`src/sample_hold_rate_reducer_unit_macros.svh`:
```
// assertion macros shared by the rate reducer rtl
`ifndef SAMPLE_HOLD_RATE_REDUCER_UNIT_MACROS_SVH
`define SAMPLE_HOLD_RATE_REDUCER_UNIT_MACROS_SVH

// same-cycle implication, disabled in reset
`define SHRR_ASSERT_NOW(label, clk, rst_n, ante, cons, msg) \
	label: assert property (@(posedge clk) disable iff (!(rst_n)) (ante) |-> (cons)) \
		else $error(msg);

// next-cycle implication, disabled in reset
`define SHRR_ASSERT_NEXT(label, clk, rst_n, ante, cons, msg) \
	label: assert property (@(posedge clk) disable iff (!(rst_n)) (ante) |=> (cons)) \
		else $error(msg);

`endif

```
`src/shrr_pkg.sv`:
```
`timescale 1ns / 1ps
// ----------------------------------------------------------------------------
// shrr_pkg
// shared types and constants of the sample-and-hold rate reducer
// ----------------------------------------------------------------------------
package shrr_pkg;

	// phase accumulator format, signed q3.30
	localparam int PHASE_FRAC = 30;
	localparam int PHASE_BITS = 34;
	localparam logic signed [PHASE_BITS-1:0] PHASE_ONE = 34'sh0_4000_0000;
	localparam logic signed [PHASE_BITS-1:0] WEIGHT_LIM = 34'sh0_7FFF_FFFF;

	// fixed field widths
	localparam int CHANNEL_W = 3;
	localparam int HZ_W = 24;
	localparam int RATE_W = 21;
	localparam int CFG_IDX_W = 2;
	localparam int QUOT_W = PHASE_FRAC + 1;

	// register indexes of the configuration port
	localparam logic [CFG_IDX_W-1:0] CFG_SAMPLE_RATE = 2'd0;
	localparam logic [CFG_IDX_W-1:0] CFG_INTERPOLATE = 2'd1;

	localparam logic [RATE_W-1:0] SAMPLE_RATE_RST = 21'd48000;

	// sequencer states
	typedef enum logic [2:0] {
		ST_IDLE,
		ST_READ,
		ST_DIV,
		ST_MUL,
		ST_OUT
	} shrr_state_t;

	// divider status toward the sequencer
	typedef struct packed {
		logic busy;
		logic done;
	} shrr_div_status_t;

endpackage

```
`src/shrr_div.sv`:
```
`timescale 1ns / 1ps
// ----------------------------------------------------------------------------
// shrr_div
// restoring divider for the phase step, one quotient bit per cycle
// ----------------------------------------------------------------------------
module shrr_div (
	input  logic                                clk,
	input  logic                                arst_n,
	input  logic                                start,
	input  logic [shrr_pkg::HZ_W-1:0]           mag,
	input  logic [shrr_pkg::RATE_W-1:0]         divisor,
	output logic [shrr_pkg::QUOT_W-1:0]         quot,
	output shrr_pkg::shrr_div_status_t          status
);

	localparam int FRAC = shrr_pkg::PHASE_FRAC;
	localparam int RW = shrr_pkg::RATE_W;
	localparam int CNT_W = $clog2(FRAC + 1);

	logic [RW:0]          rem_q;
	logic [FRAC-1:0]      qbits_q;
	logic                 sat_q;
	logic [CNT_W-1:0]     cnt_q;
	logic                 busy_q;
	logic                 done_q;
	logic [RW+1:0]        rem2;
	logic [RW+1:0]        trial;
	logic                 take;

	// shared subtract and compare
	assign rem2  = {rem_q, 1'b0};
	assign trial = rem2 - {1'b0, 1'b0, divisor};
	assign take  = rem2 >= {1'b0, 1'b0, divisor};

	// control
	always_ff @(posedge clk or negedge arst_n) begin
		if (!arst_n) begin
			busy_q <= 1'b0;
			done_q <= 1'b0;
			cnt_q  <= '0;
		end else begin
			done_q <= 1'b0;
			if (start) begin
				// a ratio of one or more clips to a full step at once
				if (mag >= {{(shrr_pkg::HZ_W-RW){1'b0}}, divisor}) begin
					busy_q <= 1'b0;
					done_q <= 1'b1;
				end else begin
					busy_q <= 1'b1;
					cnt_q  <= CNT_W'(FRAC);
				end
			end else if (busy_q) begin
				cnt_q <= cnt_q - 1'b1;
				if (cnt_q == CNT_W'(1)) begin
					busy_q <= 1'b0;
					done_q <= 1'b1;
				end
			end
		end
	end

	// datapath
	always_ff @(posedge clk) begin
		if (start) begin
			sat_q   <= mag >= {{(shrr_pkg::HZ_W-RW){1'b0}}, divisor};
			rem_q   <= mag[RW:0];
			qbits_q <= '0;
		end else if (busy_q) begin
			rem_q   <= take ? trial[RW:0] : rem2[RW:0];
			qbits_q <= {qbits_q[FRAC-2:0], take};
		end
	end

	assign quot = sat_q ? {1'b1, {FRAC{1'b0}}} : {1'b0, qbits_q};
	assign status.busy = busy_q;
	assign status.done = done_q;

endmodule

```
`src/shrr_chan_mem.sv`:
```
`timescale 1ns / 1ps
// ----------------------------------------------------------------------------
// shrr_chan_mem
// per-channel phase and held sample pair, with valid bits for reset values
// ----------------------------------------------------------------------------
module shrr_chan_mem #(
	parameter int NUM_CHANNELS = 8,
	parameter int SAMPLE_BITS = 24,
	parameter int CH_W = 3
) (
	input  logic                                  clk,
	input  logic                                  arst_n,
	input  logic                                  rd_en,
	input  logic [CH_W-1:0]                       rd_addr,
	input  logic                                  wr_en,
	input  logic [CH_W-1:0]                       wr_addr,
	input  logic signed [shrr_pkg::PHASE_BITS-1:0] wr_phase,
	input  logic signed [SAMPLE_BITS-1:0]         wr_new,
	input  logic signed [SAMPLE_BITS-1:0]         wr_old,
	output logic signed [shrr_pkg::PHASE_BITS-1:0] rd_phase,
	output logic signed [SAMPLE_BITS-1:0]         rd_new,
	output logic signed [SAMPLE_BITS-1:0]         rd_old
);

	localparam int PB = shrr_pkg::PHASE_BITS;
	localparam int ENTRY_W = PB + 2 * SAMPLE_BITS;

	logic [ENTRY_W-1:0]      mem [NUM_CHANNELS];
	logic [NUM_CHANNELS-1:0] valid_q;
	logic [ENTRY_W-1:0]      rd_data_q;
	logic                    rd_valid_q;

	// write port
	always_ff @(posedge clk) begin
		if (wr_en) begin
			mem[wr_addr] <= {wr_phase, wr_new, wr_old};
		end
	end

	// valid bits, cleared at reset
	always_ff @(posedge clk or negedge arst_n) begin
		if (!arst_n) begin
			valid_q <= '0;
		end else if (wr_en) begin
			valid_q[wr_addr] <= 1'b1;
		end
	end

	// registered read port
	always_ff @(posedge clk) begin
		if (rd_en) begin
			rd_data_q  <= mem[rd_addr];
			rd_valid_q <= valid_q[rd_addr];
		end
	end

	// never-written entries read as the reset values
	always_comb begin
		if (rd_valid_q) begin
			rd_phase = rd_data_q[ENTRY_W-1 -: PB];
			rd_new   = rd_data_q[2*SAMPLE_BITS-1 -: SAMPLE_BITS];
			rd_old   = rd_data_q[SAMPLE_BITS-1:0];
		end else begin
			rd_phase = shrr_pkg::PHASE_ONE;
			rd_new   = '0;
			rd_old   = '0;
		end
	end

endmodule

```
`src/shrr_blend.sv`:
```
`timescale 1ns / 1ps
// ----------------------------------------------------------------------------
// shrr_blend
// linear blend of the held pair by a q.30 weight, rounded and saturated
// ----------------------------------------------------------------------------
module shrr_blend #(
	parameter int SAMPLE_BITS = 24
) (
	input  logic                          clk,
	input  logic                          en,
	input  logic signed [SAMPLE_BITS-1:0] held_new,
	input  logic signed [SAMPLE_BITS-1:0] held_old,
	input  logic signed [31:0]            weight,
	output logic signed [SAMPLE_BITS-1:0] blend
);

	localparam int S = SAMPLE_BITS;
	localparam int PW = S + 33;
	localparam int FRAC = shrr_pkg::PHASE_FRAC;
	localparam logic signed [S+3:0] SAT_HI = {5'b00000, {(S-1){1'b1}}};
	localparam logic signed [S+3:0] SAT_LO = {5'b11111, {(S-1){1'b0}}};
	localparam logic signed [PW-1:0] HALF = {{(PW-FRAC){1'b0}}, 1'b1, {(FRAC-1){1'b0}}};

	logic signed [S:0]    diff;
	logic signed [PW-1:0] diff_ext;
	logic signed [PW-1:0] weight_ext;
	logic signed [PW-1:0] prod_s1;
	logic signed [S-1:0]  old_s1;
	logic signed [PW-1:0] rounded;
	logic signed [S+3:0]  shifted;
	logic signed [S+3:0]  sum;

	assign diff       = {held_new[S-1], held_new} - {held_old[S-1], held_old};
	assign diff_ext   = {{(PW-S-1){diff[S]}}, diff};
	assign weight_ext = {{(PW-32){weight[31]}}, weight};

	// product register
	always_ff @(posedge clk) begin
		if (en) begin
			prod_s1 <= diff_ext * weight_ext;
			old_s1  <= held_old;
		end
	end

	// round half up, floor shift, add base, saturate
	assign rounded = prod_s1 + HALF;
	assign shifted = {rounded[PW-1], rounded[PW-1:FRAC]};
	assign sum     = {{4{old_s1[S-1]}}, old_s1} + shifted;

	always_comb begin
		if (sum > SAT_HI) begin
			blend = SAT_HI[S-1:0];
		end else if (sum < SAT_LO) begin
			blend = SAT_LO[S-1:0];
		end else begin
			blend = sum[S-1:0];
		end
	end

endmodule

```
`src/sample_hold_rate_reducer_unit.sv`:
```
`timescale 1ns / 1ps
// ----------------------------------------------------------------------------
// sample_hold_rate_reducer_unit
// per-channel sample-and-hold rate reducer with optional linear blend
// ----------------------------------------------------------------------------
// channel   | handshake             | payload
// item      | item_valid/item_stall | channel, sample_in, hold_hz, restart
// result    | result_valid/...stall | sample_out
// cfg       | cfg_we                | cfg_index, cfg_data
//
// an item goes from acceptance through read and update, divide (quotient bits,
// then the done flag), multiply and output load; a saturated step skips the
// quotient bits, a channel out of range skips divide and multiply. item_stall
// stays high until the result is loaded into the output register, which then
// waits on result_stall alone; the next item can be taken in the cycle after.
// reset is asynchronous; no clearing pass is needed, valid bits serve.
// ----------------------------------------------------------------------------
`include "sample_hold_rate_reducer_unit_macros.svh"

module sample_hold_rate_reducer_unit #(
	parameter int NUM_CHANNELS = 8,
	parameter int SAMPLE_BITS = 24
) (
	input  logic                                 clk,
	input  logic                                 arst_n,
	input  logic                                 item_valid,
	output logic                                 item_stall,
	input  logic [shrr_pkg::CHANNEL_W-1:0]       channel,
	input  logic signed [SAMPLE_BITS-1:0]        sample_in,
	input  logic signed [shrr_pkg::HZ_W-1:0]     hold_hz,
	input  logic                                 restart,
	output logic                                 result_valid,
	input  logic                                 result_stall,
	output logic signed [SAMPLE_BITS-1:0]        sample_out,
	input  logic                                 cfg_we,
	input  logic [shrr_pkg::CFG_IDX_W-1:0]       cfg_index,
	input  logic [shrr_pkg::RATE_W-1:0]          cfg_data
);

	localparam int CH_W = (NUM_CHANNELS > 1) ? $clog2(NUM_CHANNELS) : 1;
	localparam int PB = shrr_pkg::PHASE_BITS;
	localparam int HW = shrr_pkg::HZ_W;
	localparam int RW = shrr_pkg::RATE_W;
	localparam int QW = shrr_pkg::QUOT_W;

	shrr_pkg::shrr_state_t      state_q, state_d;
	shrr_pkg::shrr_div_status_t div_status;

	logic [RW-1:0]                sample_rate_q;
	logic                         interpolate_q;

	logic [CH_W-1:0]              ch_q;
	logic                         oor_q;
	logic signed [SAMPLE_BITS-1:0] smp_q;
	logic                         fwd_q;
	logic [HW-1:0]                mag_q;
	logic                         restart_q;

	logic signed [PB-1:0]         phase_q;
	logic signed [SAMPLE_BITS-1:0] new_q;
	logic signed [SAMPLE_BITS-1:0] old_q;

	logic                         result_valid_q;
	logic signed [SAMPLE_BITS-1:0] sample_out_q;

	logic                         accept;
	logic                         rd_en;
	logic                         div_start;
	logic                         mul_en;
	logic                         out_load;

	logic signed [PB-1:0]         rd_phase;
	logic signed [SAMPLE_BITS-1:0] rd_new;
	logic signed [SAMPLE_BITS-1:0] rd_old;
	logic                         take_new;
	logic signed [PB-1:0]         phase_upd;

	logic [RW-1:0]                divisor;
	logic [QW-1:0]                quot;
	logic signed [PB-1:0]         step;
	logic signed [PB-1:0]         weight_full;
	logic signed [31:0]           weight;
	logic signed [SAMPLE_BITS-1:0] blend;

	assign accept = item_valid && !item_stall;

	// configuration registers
	always_ff @(posedge clk or negedge arst_n) begin
		if (!arst_n) begin
			sample_rate_q <= shrr_pkg::SAMPLE_RATE_RST;
			interpolate_q <= 1'b0;
		end else if (cfg_we) begin
			unique case (cfg_index)
				shrr_pkg::CFG_SAMPLE_RATE: sample_rate_q <= cfg_data;
				shrr_pkg::CFG_INTERPOLATE: interpolate_q <= cfg_data[0];
				default: ;
			endcase
		end
	end

	// state register
	always_ff @(posedge clk or negedge arst_n) begin
		if (!arst_n) begin
			state_q <= shrr_pkg::ST_IDLE;
		end else begin
			state_q <= state_d;
		end
	end

	// sequencer next state and strobes
	always_comb begin
		state_d    = state_q;
		item_stall = 1'b1;
		rd_en      = 1'b0;
		div_start  = 1'b0;
		mul_en     = 1'b0;
		out_load   = 1'b0;
		unique case (state_q)
			shrr_pkg::ST_IDLE: begin
				item_stall = 1'b0;
				rd_en      = item_valid;
				if (item_valid) begin
					state_d = shrr_pkg::ST_READ;
				end
			end
			shrr_pkg::ST_READ: begin
				if (oor_q) begin
					state_d = shrr_pkg::ST_OUT;
				end else begin
					div_start = 1'b1;
					state_d   = shrr_pkg::ST_DIV;
				end
			end
			shrr_pkg::ST_DIV: begin
				if (div_status.done) begin
					state_d = shrr_pkg::ST_MUL;
				end
			end
			shrr_pkg::ST_MUL: begin
				mul_en  = 1'b1;
				state_d = shrr_pkg::ST_OUT;
			end
			shrr_pkg::ST_OUT: begin
				if (!result_valid_q || !result_stall) begin
					out_load = 1'b1;
					state_d  = shrr_pkg::ST_IDLE;
				end
			end
			default: state_d = shrr_pkg::ST_IDLE;
		endcase
	end

	// capture of the accepted item
	always_ff @(posedge clk) begin
		if (accept) begin
			ch_q      <= CH_W'(channel);
			oor_q     <= 32'(channel) >= NUM_CHANNELS;
			smp_q     <= sample_in;
			fwd_q     <= !hold_hz[HW-1];
			mag_q     <= hold_hz[HW-1] ? (~hold_hz + 1'b1) : hold_hz;
			restart_q <= restart;
		end
	end

	// wrap or restart test on the stored phase
	always_comb begin
		take_new  = 1'b1;
		phase_upd = rd_phase;
		priority if (restart_q) begin
			phase_upd = '0;
		end else if (fwd_q && rd_phase >= shrr_pkg::PHASE_ONE) begin
			phase_upd = rd_phase - shrr_pkg::PHASE_ONE;
		end else if (!fwd_q && rd_phase <= 0) begin
			phase_upd = rd_phase + shrr_pkg::PHASE_ONE;
		end else begin
			take_new = 1'b0;
		end
	end

	// working copy of the channel state
	always_ff @(posedge clk) begin
		if (state_q == shrr_pkg::ST_READ) begin
			phase_q <= phase_upd;
			new_q   <= take_new ? smp_q : rd_new;
			old_q   <= take_new ? rd_new : rd_old;
		end
	end

	shrr_chan_mem #(
		.NUM_CHANNELS (NUM_CHANNELS),
		.SAMPLE_BITS  (SAMPLE_BITS),
		.CH_W         (CH_W)
	) u_mem (
		.clk      (clk),
		.arst_n   (arst_n),
		.rd_en    (rd_en),
		.rd_addr  (CH_W'(channel)),
		.wr_en    (mul_en),
		.wr_addr  (ch_q),
		.wr_phase (phase_q + step),
		.wr_new   (new_q),
		.wr_old   (old_q),
		.rd_phase (rd_phase),
		.rd_new   (rd_new),
		.rd_old   (rd_old)
	);

	// step = |hz| / rate in q.30, a zero rate divides by one
	assign divisor = (sample_rate_q == '0) ? RW'(1) : sample_rate_q;

	shrr_div u_div (
		.clk     (clk),
		.arst_n  (arst_n),
		.start   (div_start),
		.mag     (mag_q),
		.divisor (divisor),
		.quot    (quot),
		.status  (div_status)
	);

	assign step = fwd_q ? {{(PB-QW){1'b0}}, quot} : -{{(PB-QW){1'b0}}, quot};

	// blend weight, phase forward and one minus phase in reverse
	always_comb begin
		weight_full = fwd_q ? phase_q : (shrr_pkg::PHASE_ONE - phase_q);
		if (weight_full > shrr_pkg::WEIGHT_LIM) begin
			weight = shrr_pkg::WEIGHT_LIM[31:0];
		end else if (weight_full < -shrr_pkg::WEIGHT_LIM) begin
			weight = -shrr_pkg::WEIGHT_LIM[31:0];
		end else begin
			weight = weight_full[31:0];
		end
	end

	shrr_blend #(
		.SAMPLE_BITS (SAMPLE_BITS)
	) u_blend (
		.clk      (clk),
		.en       (mul_en),
		.held_new (new_q),
		.held_old (old_q),
		.weight   (weight),
		.blend    (blend)
	);

	// output register
	always_ff @(posedge clk or negedge arst_n) begin
		if (!arst_n) begin
			result_valid_q <= 1'b0;
		end else if (out_load) begin
			result_valid_q <= 1'b1;
		end else if (!result_stall) begin
			result_valid_q <= 1'b0;
		end
	end

	always_ff @(posedge clk) begin
		if (out_load) begin
			if (oor_q) begin
				sample_out_q <= '0;
			end else if (interpolate_q) begin
				sample_out_q <= blend;
			end else begin
				sample_out_q <= new_q;
			end
		end
	end

	assign result_valid = result_valid_q;
	assign sample_out   = sample_out_q;

	// sequencer checks
	`SHRR_ASSERT_NEXT(a_accept_then_busy, clk, arst_n, accept, item_stall && state_q == shrr_pkg::ST_READ, "accepted transaction did not start a read")
	`SHRR_ASSERT_NOW(a_done_in_div, clk, arst_n, div_status.done, state_q == shrr_pkg::ST_DIV, "divider finished outside the divide state")
	`SHRR_ASSERT_NOW(a_div_runs, clk, arst_n, state_q == shrr_pkg::ST_DIV, div_status.busy || div_status.done, "divide state with idle divider")
	`SHRR_ASSERT_NOW(a_no_oor_write, clk, arst_n, mul_en, !oor_q, "state write for a channel out of range")

endmodule

```
`config.mk`:
```
export PLATFORM = sky130hd
export DESIGN_NAME = sample_hold_rate_reducer_unit
export DESIGN_NICKNAME = d
export VERILOG_FILES = /design/src/shrr_pkg.sv /design/src/shrr_div.sv /design/src/shrr_chan_mem.sv /design/src/shrr_blend.sv /design/src/sample_hold_rate_reducer_unit.sv
export VERILOG_INCLUDE_DIRS = /design/src /design/src/src
export SDC_FILE = /design/constraint.sdc
export NUM_CORES = 2
export LEC_CHECK = 0
export BUFFER_PORTS_ARGS = -buffer_cell sky130_fd_sc_hd__buf_2
export CORE_ASPECT_RATIO = 0.7
export CORE_MARGIN = 8
export CORE_UTILIZATION = 50
export CTS_CLUSTER_DIAMETER = 120
export DETAILED_ROUTE_END_ITERATION = 16
export PLACE_DENSITY_LB_ADDON = 0.05
export SLEW_MARGIN = 20
export SYNTH_ARGS = -nofsm -noshare
export SYNTH_HDL_FRONTEND = slang
export SYNTH_HIERARCHICAL = 1
export SYNTH_SLANG_ARGS = --single-unit
```
`constraint.sdc`:
```
create_clock -name clk -period 19.5 [get_ports clk]
set_input_delay 2.925 -clock clk [delete_from_list [all_inputs] [get_ports clk]]
set_output_delay 2.925 -clock clk [all_outputs]
set_load 0.01 [all_outputs]
```
Yosys cells after proc, flatten, opt, wreduce, memory -nomap -nowiden
Memories as Yosys holds them, arrays and structs flattened. A register that Yosys moved wholly into a read port is not among the register bits.
Cells that the tools add are included.
{"block": "totals", "ff_bits": 335, "ram_bits": 656, "in_bits": 80, "elab_cells": 130, "memories": 1}
{"block": "classes", "add_sub_neg": 11, "mul": 1, "magnitude_cmp": 11, "eq_ne": 11, "muxes": 52, "bitwise": 2, "n_reduce_logical": 17}
{"memory": "u_mem.mem", "depth": 8, "width": 82, "read_ports": 1, "rd_ports_with_merged_regs": 1, "wr": 1, "line": "shrr_chan_mem.sv:28", "text": "logic [ENTRY_W-1:0] mem [NUM_CHANNELS];"}
{"op": "34-bit 2-to-1 mux", "n": 5}
{"op": "24-bit 2-to-1 mux", "n": 7}
{"op": "22-bit 2-to-1 mux", "n": 3}
{"op": "32-bit 2-to-1 mux", "n": 2}
{"op": "57-bit by 31-bit adder with 57-bit output (second input constant)", "n": 1}
{"op": "25-bit by 32-bit multiplier with 57-bit output", "n": 1}
{"op": "34-bit by 32-bit adder with 34-bit output (second input constant)", "n": 1}
{"op": "34-bit adder", "n": 1}
{"op": "34-bit by 32-bit >= comparator with 1-bit output (second input constant)", "n": 1}
{"op": "34-bit by 32-bit greater-than comparator with 1-bit output (second input constant)", "n": 1}
{"op": "34-bit by 1-bit <= comparator with 1-bit output (second input constant)", "n": 1}
{"op": "34-bit by 32-bit < comparator with 1-bit output (second input constant)", "n": 1}
{"op": "31-bit negator with 34-bit output", "n": 1}
{"op": "32-bit by 34-bit subtractor with 34-bit output (first input constant)", "n": 1}
{"op": "34-bit by 32-bit subtractor with 34-bit output (second input constant)", "n": 1}
{"op": "31-bit 2-to-1 mux", "n": 1}
{"op": "24-bit by 27-bit adder with 28-bit output", "n": 1}
{"op": "28-bit by 24-bit greater-than comparator with 1-bit output (second input constant)", "n": 1}
{"op": "28-bit by 24-bit < comparator with 1-bit output (second input constant)", "n": 1}
{"op": "24-bit by 24-bit subtractor with 25-bit output", "n": 1}
{"op": "24-bit by 1-bit adder with 24-bit output (second input constant)", "n": 1}
{"op": "24-bit by 21-bit >= comparator with 1-bit output", "n": 1}
{"op": "24-bit inverter", "n": 1}
{"op": "23-bit by 21-bit >= comparator with 1-bit output", "n": 1}
{"op": "29 further kinds", "n": 68}

Depth between registers and ports, before layout
{"block": "depth", "ltp_word": 7, "mapped_depth": 38, "mapped_depth_nobuf": 36}

Cells and area by module
Netlist, hierarchy kept.
{"mod": "shrr_blend", "instances": 1, "cells_per_inst": 3463, "area_per_inst_um2": 31891.8, "seq_area_each_um2": 1561.5}
{"mod": "shrr_chan_mem", "instances": 1, "cells_per_inst": 1156, "area_per_inst_um2": 28056.9, "seq_area_each_um2": 22391.5}
{"mod": "sample_hold_rate_reducer_unit", "instances": 1, "cells_per_inst": 1057, "area_per_inst_um2": 11497.3, "seq_area_each_um2": 5434.0}
{"mod": "shrr_div", "instances": 1, "cells_per_inst": 496, "area_per_inst_um2": 4399.2, "seq_area_each_um2": 1466.4}

Worst setup path before layout
No wires, ideal clock.
{"block": "synth_path", "path_type": "reg2reg", "startpoint": "register state_q[2]", "endpoint": "register u_mem.valid_q[0]", "t_arrival_ns": 11.182, "required_ns": 19.382, "setup_slack_ns": 8.200, "stages_incl_launch_ff": 4, "n_path_buf": 0, "period_less_slack_ns": 11.300, "cell_sequence": "dfrtp_1 > and3b_1 > nor4b_1 > or2_2"}
{"block": "synth_between", "elab_chain_len": 2}
{"item": "start: declaration", "line": "sample_hold_rate_reducer_unit.sv:46", "text": "shrr_pkg::shrr_state_t state_q, state_d;"}
{"item": "start signal: assignment", "line": "sample_hold_rate_reducer_unit.sv:104", "text": "state_q <= shrr_pkg::ST_IDLE;"}
{"item": "start signal: assignment", "line": "sample_hold_rate_reducer_unit.sv:106", "text": "state_q <= state_d;"}
{"item": "3-bit by 2-bit equality test with 1-bit output", "line": "sample_hold_rate_reducer_unit.sv:118", "text": "unique case (state_q)"}
{"item": "1-bit 2-to-1 mux", "line": "sample_hold_rate_reducer_unit.sv:118"}
{"item": "via mul_en", "line": "sample_hold_rate_reducer_unit.sv:69", "text": "logic mul_en;"}
{"item": "end signal: assignment", "line": "shrr_chan_mem.sv:43", "text": "valid_q <= '0;"}
{"item": "end signal: indexed assignment", "line": "shrr_chan_mem.sv:45", "text": "valid_q[wr_addr] <= 1'b1;"}
{"item": "end: declaration", "line": "shrr_chan_mem.sv:29", "text": "logic [NUM_CHANNELS-1:0] valid_q;"}
The timed path passes the listed nets, and every way through them passes these cells.
A chain may end at the register's enable or synchronous reset.

Worst setup path after layout
{"block": "layout_path", "startpoint": "register phase_q[1]", "endpoint": "register u_blend.prod_s1[49], data pin"}
{"block": "layout_between", "elab_chain_len": 6}
{"item": "start: declaration", "line": "sample_hold_rate_reducer_unit.sv:59", "text": "logic signed [PB-1:0] phase_q;"}
{"item": "start signal: assignment", "line": "sample_hold_rate_reducer_unit.sv:183", "text": "phase_q <= phase_upd;"}
{"item": "32-bit by 34-bit subtractor with 34-bit output", "line": "sample_hold_rate_reducer_unit.sv:225", "text": "weight_full = fwd_q ? phase_q : (shrr_pkg::PHASE_ONE - phase_q);"}
{"item": "34-bit 2-to-1 mux (*)", "line": "sample_hold_rate_reducer_unit.sv:225"}
{"item": "34-bit by 32-bit < comparator with 1-bit output", "line": "sample_hold_rate_reducer_unit.sv:228", "text": "end else if (weight_full < -shrr_pkg::WEIGHT_LIM) begin"}
{"item": "32-bit 2-to-1 mux", "line": "sample_hold_rate_reducer_unit.sv:228"}
{"item": "32-bit 2-to-1 mux (*)", "line": "sample_hold_rate_reducer_unit.sv:226", "text": "if (weight_full > shrr_pkg::WEIGHT_LIM) begin"}
{"item": "via weight[10]", "line": "sample_hold_rate_reducer_unit.sv:82", "text": "logic signed [31:0] weight;"}
{"item": "25-bit by 32-bit multiplier with 57-bit output (*)", "line": "shrr_blend.sv:40", "text": "prod_s1 <= diff_ext * weight_ext;"}
{"item": "end signal: assignment", "line": "shrr_blend.sv:40"}
{"item": "end: declaration", "line": "shrr_blend.sv:27", "text": "logic signed [PW-1:0] prod_s1;"}
Mark *: on every way through the listed nets, which the timed path passes. The rest lies on a longest branch.

==> reports/summary.txt <==
Post-CTS setup buffers: 0
Fin crit share: 57.9%
CTS sink cnt: 1044
DRC errors left: 0
Initial antenna violation count: 9
CP most frequent cell: fa_1
Max Cap Violations: 0
Io pins: 106
Number of global-route vias before repair: 48500
Crit-path slowest cell: a21oi_4
Setup crit end kind: register
Ratio of cells with drive above 1 in the final layout: 13.8%
Slew headroom: 20.0%
CTS tree: built
Critical path's largest stage delay: 950 ps
Cts repair resizes: 0
Routability-driven placement congestion ratio: 0.902
Max Clock Skew: 69.0 ps
Avg Cell Area, Syn: 12.3 um2
Starting density of the core: 50.4%
Hold slack: 469 ps
WL per Instance: 25.7 um
Fmax: 0.0885 GHz
Syn. warnings: 6
DP HPWL: 145 mm
DIE WIDTH: 481 um
Final setup vio count: 0
Final #Nets: 7396
Syn nets: 7361
CTS Buf Count: 104
Port buffer count: 105
Final ANT Viol Nets: 0
Critical setup path kind: register to register
CP Launch Type: register
Gr usage total: 26.0%
RSZ-0062 raised after global routing: no
Cells after Synth: 6171
Core region area: 151000 um2
CTS H-tree lvls: 3
Setup total negative slack: 0 ps
Remaining Overflow, GRT: 0
Hold Path Class: register to register
Worst slew pin tran: 1200 ps
Outcome: finished clean
Max Slew Vio Count: 0
Die extent in y: 342 um
DRT iter0 DRCs: 5031
Layout fillers: 12700
CP Buf/Inv Count: 4
CTS clk-pin slew, worst paths: 70 ps
Row Count: 119
Via count: 48100
1st-pass router iterations: 6
Layout area overhead: 8.68%
CP required: 19970 ps
Bufs on Longest Clock Path: 3
Die area: 165000 um2
Largest net degree at the start of global routing: 66
First-pass GRT wire length: 321 mm
R2R cell count: 31
Share of the core filled with cells: 54.8%
Post-Syn Area: 75800 um2
Hold_buf cts: 0
Fin. Hold Viols: 0
Clock latency on the worst-skew pair: 750 ps
Via-to-Cell Ratio: 5.80
CP arrival: 11770 ps
Routed WL: 213 mm
Critical path depth in cells: 31
Critical-path maximum fanout: 26
Minimum clock period: 11300 ps
Root Driver: clkbuf_16
Hold Crit Depth: 1
Top delay family on crit path: adder cells
==> metrics by stage <==
| stage | cells | setup slack (ps) | cell area [um2] |
|---|---|---|---|
| after CTS | 8290 | 8470 | 82400 |
| after global routing | 8291 | 7810 | 82400 |
| after global placement | 8095 | 8590 | 78800 |
| after floorplan | 6171 | 8200 | 75800 |
| final | 8292 | 8200 | 82400 |
| after detailed placement | 8095 | 8480 | 78800 |
==> final timing paths <==
path	from	to	slack [ps]
worst max-delay path	phase_q[1]	u_blend/prod_s1[49]	8200
worst min-delay path	u_mem/valid_q[3]	u_mem/valid_q[3]	470
worst max register to register	phase_q[1]	u_blend/prod_s1[49]	8200
worst min register to register	u_mem/valid_q[3]	u_mem/valid_q[3]	470
max in group asynchronous	arst_n	u_mem/valid_q[1]	16620
min in group asynchronous	arst_n	sample_rate_q[4]	2310
==> worst register-to-register path, delay by kind of cell (launching register included) <==
kind / cells / cell delay (ps)
xor+xnor: 2 / 530
flops: 1 / 510
compound gates: 10 / 2780
buf+inv: 4 / 450
fa+ha+maj: 8 / 4000
simple gates: 7 / 2770
==> per-layer routing <==
metal | global-route usage (%) | share of wire, % | up-vias
li1 | - | - | 20800
met4 | 4.54 | 1.8 | 4
met3 | 5.94 | 9.6 | 263
met5 | 0 | 0.017 | -
met1 | 42.7 | 49 | 24900
met2 | 35.1 | 40 | 2050
==> layout by cell type, fill, tap and decap left out, types with 30 or more instances in the layout <==
master       n
edfxtp_1   973
inv_1      904
fa_1       822
nand2_1    646
ha_1       288
and2_1     252
nor2_1     228
mux2_2     180
mux4_2     166
a21oi_1    157
xnor2_1    144
nor2b_1    135
buf_4      107
clkbuf_16  105
buf_2      102
o21ai_0     98
xor2_1      71
a21o_1      65
nor3_1      56
nand3_1     47
mux2i_1     42
nor4_1      34
dfrtp_1     32
dfxtp_1     30
==> registers in the layout, indices dropped and copies added, names as in the netlist, 22 cells and up <==
signal           count
u_mem/mem          656
u_mem/rd_data_q     82
phase_q             34
u_div/qbits_q       30
u_blend/prod_s1     28
mag_q               24
new_q               24
old_q               24
sample_out          24
smp_q               24
u_blend/old_s1      24
u_div/rem_q         22
==> layout make-up <==
| class | count | area (um2) | share of cell area (%) |
|---|---|---|---|
| Sequential cell | 1044 | 30900 | 37.4 |
| Antenna cell | 1 | 2.50 | 0.00304 |
| Clock inverter | 66 | 752 | 0.912 |
| Tap cell | 1996 | 2500 | 3.03 |
| Timing Repair Buffer | 212 | 1370 | 1.66 |
| Clock buffer | 129 | 2790 | 3.38 |
| Inverter | 906 | 3400 | 4.13 |
| Multi-Input combinational cell | 3938 | 40800 | 49.4 |
Power is left out: the tool's default activity adds up to more than one toggle a clock period on the data nets, which glitch-free logic cannot reach.
